[config.mk]
export PLATFORM = sky130hd
export DESIGN_NAME = sdp_div
export DESIGN_NICKNAME = d
export VERILOG_FILES = /design/src/rtl/sdp_pkg.sv /design/src/rtl/sdp_div.sv
export SDC_FILE = /design/constraint.sdc
export NUM_CORES = 2
export LEC_CHECK = 0
export BUFFER_PORTS_ARGS = -buffer_cell sky130_fd_sc_hd__buf_2
export CAP_MARGIN = 10
export CORE_MARGIN = 1.5
export CORE_UTILIZATION = 45
export CTS_CLUSTER_SIZE = 30
export DETAILED_ROUTE_END_ITERATION = 6
export GPL_TIMING_DRIVEN = 0
export PLACE_DENSITY_LB_ADDON = 0.05
export SLEW_MARGIN = 20
export SYNTH_ARGS = -nofsm -noshare
export SYNTH_HDL_FRONTEND = slang
export SYNTH_SLANG_ARGS = --single-unit
[constraint.sdc]
create_clock -name clk_i -period 11 [get_ports clk_i]
set_clock_uncertainty 0.05 [all_clocks]
set_input_delay 0 -clock clk_i [delete_from_list [all_inputs] [get_ports clk_i]]
set_output_delay 0 -clock clk_i [all_outputs]
set_load 0.01 [all_outputs]
[src/rtl/sdp_pkg.sv]
// ----------------------------------------------------------------------------
// sdp_pkg
// Shared types and constants for the spectral projection bin core.
// ----------------------------------------------------------------------------
`default_nettype none

package sdp_pkg;

  localparam int COORD_W  = 10;
  localparam int SIZE_W   = 11;
  localparam int SCALE_W  = 48;
  localparam int WAVE_W   = 11;
  localparam int K2_W     = 22;
  localparam int CFG_A_W  = 3;
  localparam int MAX_GRID = 1024;

  localparam logic [SIZE_W-1:0]  SIZE_RST  = SIZE_W'(256);
  localparam logic [SCALE_W-1:0] SCALE_RST = SCALE_W'(64'd16777216);

  typedef enum logic [CFG_A_W-1:0] {
    CFG_SIZE_DIM1  = 3'd0,
    CFG_SIZE_DIM2  = 3'd1,
    CFG_SIZE_DIM3  = 3'd2,
    CFG_NORM_SCALE = 3'd3
  } cfg_idx_e;

  typedef struct packed {
    logic vld;
    logic neg;
    logic zero;
  } sdp_ctl_t;

endpackage

`default_nettype wire

[src/rtl/sdp_div.sv]
// ----------------------------------------------------------------------------
// sdp_div
// Pipelined restoring divider lane, one quotient bit per stage, with
// overflow detect and signed saturation of the rounded quotient.
// ----------------------------------------------------------------------------
`default_nettype none

module sdp_div import sdp_pkg::*; #(
  parameter int SW = 32
) (
  input  wire logic                 clk_i,
  input  wire logic                 rst_ni,
  input  wire sdp_ctl_t             ctl_i,
  input  wire logic [SW+24-1:0]     num_i,
  input  wire logic [K2_W-1:0]      k2_i,
  output logic                      vld_o,
  output logic [SW-1:0]             res_o
);

  localparam int NUMW = SW + 24;
  localparam logic [SW-1:0] POS_MAX = {1'b0, {(SW-1){1'b1}}};
  localparam logic [SW-1:0] NEG_MIN = {1'b1, {(SW-1){1'b0}}};

  logic [NUMW-1:0] rem_q [0:SW-1];
  logic [K2_W-1:0] k2_q  [0:SW-1];
  logic [SW-1:0]   quo_q [0:SW];
  sdp_ctl_t        ctl_q [0:SW];
  logic            ovf_q [0:SW];

  logic [SW-1:0]   res_d, res_q;
  logic            vld_q;

  always_ff @(posedge clk_i or negedge rst_ni) begin
    if (!rst_ni) begin
      ctl_q[0] <= '0;
    end else begin
      ctl_q[0] <= ctl_i;
    end
  end

  always_ff @(posedge clk_i) begin
    rem_q[0] <= num_i;
    k2_q[0]  <= k2_i;
    quo_q[0] <= '0;
    ovf_q[0] <= num_i >= {K2_W'(k2_i) , {SW{1'b0}}};
  end

  for (genvar j = 0; j < SW; j++) begin : g_stage
    localparam int B = SW - 1 - j;
    logic [NUMW-1:0] sub;
    logic            ge;
    assign sub = NUMW'(k2_q[j]) << B;
    assign ge  = rem_q[j] >= sub;

    always_ff @(posedge clk_i or negedge rst_ni) begin
      if (!rst_ni) begin
        ctl_q[j+1] <= '0;
      end else begin
        ctl_q[j+1] <= ctl_q[j];
      end
    end

    always_ff @(posedge clk_i) begin
      quo_q[j+1] <= quo_q[j] | (SW'(ge) << B);
      ovf_q[j+1] <= ovf_q[j];
    end

    if (j < SW - 1) begin : g_rem
      always_ff @(posedge clk_i) begin
        rem_q[j+1] <= ge ? (rem_q[j] - sub) : rem_q[j];
        k2_q[j+1]  <= k2_q[j];
      end
    end
  end

  always_comb begin
    res_d = quo_q[SW];
    if (ctl_q[SW].zero) begin
      res_d = '0;
    end else if (ctl_q[SW].neg) begin
      if (ovf_q[SW] || (quo_q[SW][SW-1] && (quo_q[SW][SW-2:0] != '0))) begin
        res_d = NEG_MIN;
      end else begin
        res_d = SW'(0) - quo_q[SW];
      end
    end else if (ovf_q[SW] || quo_q[SW][SW-1]) begin
      res_d = POS_MAX;
    end
  end

  always_ff @(posedge clk_i or negedge rst_ni) begin
    if (!rst_ni) begin
      vld_q <= 1'b0;
    end else begin
      vld_q <= ctl_q[SW].vld;
    end
  end

  always_ff @(posedge clk_i) begin
    res_q <= res_d;
  end

  assign vld_o = vld_q;
  assign res_o = res_q;

endmodule

`default_nettype wire

==> impl_results.md <==
* Post-route DRC at 0
* Setup bufs post-CTS at 0
* Critical path, cell by cell: inv_1, ha_1, fa_1, nand2b_1, a211oi_1, o41ai_1, o2111ai_1, a21oi_1, o21ai_0, a21o_1, clkbuf_1, clkbuf_1, buf_1, a21oi_1
* ANT nets after route at 0
* Clk root buf: clkbuf_16
* Post-Route Setup TNS at 0 ns
* Synthesis Warnings at 0
* Power per cell area at 304 mW/mm^2
* Critical Path Sink Type: register
* Synthesized cell area at about 0.12 mm^2
* Fmax at 188 MHz
* Congestion Overflow GR at 0
* Clock slew at reported path FFs at approximately 0.060 ns
* Routed wire length at 335000 um
* Seq cells post-synth at 3189
* Largest family of logic cells by synthesized area: simple AND/OR/NAND/NOR gates
* CTS Sinks at ~3200
* CP required at between 10 and 15 ns
* Peak VDD IR at 0.000144 V
* Die ar. at 0.276 mm^2
* Critical path buffers and inverters at 4
* 1st-iter DRT viols at 5507
* Cell taking the most area after synthesis: dfxtp_1
* Sequential fraction of the synthesis area at 52.3%
* Die Height at 526 um
* Placed Cells at 16100
* Most used DFF post-synth: dfxtp_1
* Cts hold-fix bufs at ~170
* Starting Density at 45.3%
* Initial antenna violation count at 22
* Final worst path period share at 48.4%
* Num CTS Buffers at 334
* Post-DP HPWL at 264000 um
* Area grow syn2layout at 15.1%
* Synth top area cells: dfxtp_1 50%, ha_1 7.4%, xor2_1 3.9%
* Layout cells sized above 1 at 6.85%
* Yosys top cell area share at 50.3%
* Synth Area in Compound Gates at 13.0%
* RSZ-0062 raised after global routing: no
* Synth cell types at 95
* Proportion of synthesized area in mux cells at 0.969%
* Largest net degree at the start of global routing at 71
* Mean Syn Cell Area at 9.92 um^2
* CTS Buffer Depth at 4
* First-pass GRT wire length at between 500000 and 600000 um
* Startpoint Class: register
* Tot Pwr at 43000 uW
* Worst Path Arrival at 5.94 ns
* Final Non-Filler Cells at 16900
* # setup viols final at 0
* CTS tree: yes
* CP Class: register to register
* Simple-Gate Fraction of Synth Area at 14.4%
* Worst-margin pin slew at 1.12 ns
* Clock Latency Late Sink at 0.92 ns
* Crit-path max cell delay at about 0.69 ns
* Mapped Cells at between 10000 and 15000
* Port Buffers at 115
* Gp weighted congestion at 0.928
* Vias in the first global route at 88600
* FILL cells at ~25000
* Critical path's slowest cell: buf_1
* Worst min path class: input pin to register
* Leak at 0.0604 uW
* Adder-Cell Fraction of Synth Area at under 10%
* Crit-path max FO at 10
* XOR/XNOR Fraction of Synth Area at 7.69%
* Number of detailed-route iterations in the first pass at 6
* Post-CTS sizing at 0
* Overall routing resource usage at about a quarter
* Mean routed wirelength per cell at 19.8 um
* Minimum clock period after layout at 5.32 ns
* I/O Pins at 116
* Final net count at 13900
* MaxCap Viol Count at 0
* Site Rows at roughly 190
* Htree depth at 5
* Outcome: finished, final reports clean
* Final core occ at 52.2%
* Core ar. at 0.271 mm^2
* DR vias/cell at 5.29
* Crit path max-delay family: compound AO/OA/AOI/OAI gates
* Final hold viol count at 0
* Slew headroom at between 20% and 30%
* Final slew viol count at 0
* Die Wd at 526 um
* Number of synthesized flops with an enable pin at 0
* Async S/R FF share, synth at 3.14%
* Detailed-route via count at 89200
* Syn Nets at approximately 13000
-- metal layers --
| metal | up-vias | wire length (um) | track usage [%] |
|---|---|---|---|
| met1 | 42200 | 156000 | 31.9 |
| li1 | 44400 | - | - |
| met3 | 556 | 15400 | 3.10 |
| met4 | 6 | 11100 | 8.16 |
| met2 | 2048 | 153000 | 38.8 |
| met5 | - | 39 | 0 |
-- report_power, final --
| part | internal, uW | switching [uW] |
|---|---|---|
| combinational | 6210 | 8250 |
| clock | 6950 | 4730 |
| sequential | 14400 | 2400 |
-- logic make-up (layout without fill, tap and decap cells) --
| family | count (synthesis) | count (layout) |
|---|---|---|
| AND/OR/NAND/NOR | 3470 | 3470 |
| AO/OA/AOI/OAI | 2569 | 2569 |
| adder cells (fa/ha/maj) | 758 | 758 |
| multiplexers | 107 | 107 |
| flip-flops | 3189 | 3189 |
| other | 0 | 13 |
| buffers and inverters | 1219 | 2113 |
| XOR/XNOR | 1079 | 1079 |
-- cells in the mapped netlist, drive strengths merged (76+ instances only) --
cell type,number
dfxtp,3089
a21oi,736
a211oi,89
o21a,97
nand2b,131
nor2b,108
xor2,544
or3,126
dfrtp,100
nand4,177
mux2,96
a31oi,86
inv,968
nor3,308
or4,89
o31ai,88
nand2,917
xnor2,535
clkbuf,217
o21bai,76
nor4,285
o21ai,718
nand3,201
nor2,721
ha,727
a21o,309
-- path summary, 6_finish.rpt --
path                       cells past startpoint  slack (ns)            startpoint               endpoint
min in group asynchronous                      4        0.11                rst_ni     ctl_q[9]$_DFF_PN0_
min                                            6        0.10              k2_i[21]    ovf_q[0][0]$_DFF_P_
max in group asynchronous                      5       10.19                rst_ni    ctl_q[98]$_DFF_PN0_
max                                           14        5.68  rem_q[0][86]$_DFF_P_  rem_q[0][162]$_DFF_P_
min reg2reg                                    0        0.25  quo_q[28][4]$_DFF_P_   quo_q[29][4]$_DFF_P_
max reg2reg                                   14        5.68  rem_q[0][86]$_DFF_P_  rem_q[0][162]$_DFF_P_
-- worst reg2reg max path, delay by kind of cell, from the launching register on --
kind,cells,cell delay [ns]
flip-flops,1,0.36
buffers and inverters,4,1.68
adder cells (fa/ha/maj),2,0.62
AND/OR/NAND/NOR,1,0.19
AO/OA/AOI/OAI,7,2.20
-- registers in the layout, indices dropped and copies added (netlist names) --
register / cells
rem_q: 1792
k2_q: 704
quo_q: 528
ctl_q: 99
ovf_q: 33
res_o: 32
vld_o: 1
-- layout make-up --
type                            count  area, um^2  share of cell area [%]
Sequential cell                  3189       64300                    45.5
Multi-Input combinational cell   7983       54000                    38.2
Clock buffer                      463        9640                    6.81
Tap cell                         3570        4470                    3.16
Inverter                          971        3640                    2.58
Timing Repair Buffer              283        2280                    1.61
Clock inverter                    148        2060                    1.46
Buffer                            248         948                   0.670
Antenna cell                       13        32.5                  0.0230
-- stage by stage --
step / instance area, um^2 / setup WS, ns / hold slack (ns)
floorplan: 123000 / 7.30 / -0.346
detailed placement: 128000 / 5.70 / -0.105
global route: 141000 / 5.45 / 0.0944
finish: 141000 / 5.68 / 0.104
CTS: 141000 / 5.68 / 0.0156
global placement: 128000 / 5.66 / 0.0609
-- layout by cell type (no fill, tap or decap), types with 42 or more instances in the layout --
cell,count
nor3_1,307
clkbuf_16,337
nor2b_1,108
xor2_1,544
inv_1,967
nor2_1,720
o21ai_0,715
clkinv_2,59
dfxtp_1,3089
or2_2,63
o211ai_1,61
o21a_1,97
o31ai_1,87
clkbuf_8,73
nand3b_1,59
buf_2,120
nand4_1,177
nand3_1,201
a21o_1,309
o21bai_1,76
or3_1,123
or4_1,88
a21oi_1,736
nor4_1,277
nand2b_1,131
nand2_1,917
xnor2_1,535
nor4b_1,42
clkbuf_1,270
mux2_2,96
a31oi_1,85
dfrtp_1,100
and3_1,65
dlygate4sd3_1,164
a211oi_1,87
ha_1,727
Note: power is estimated with default switching activity, not from simulation.
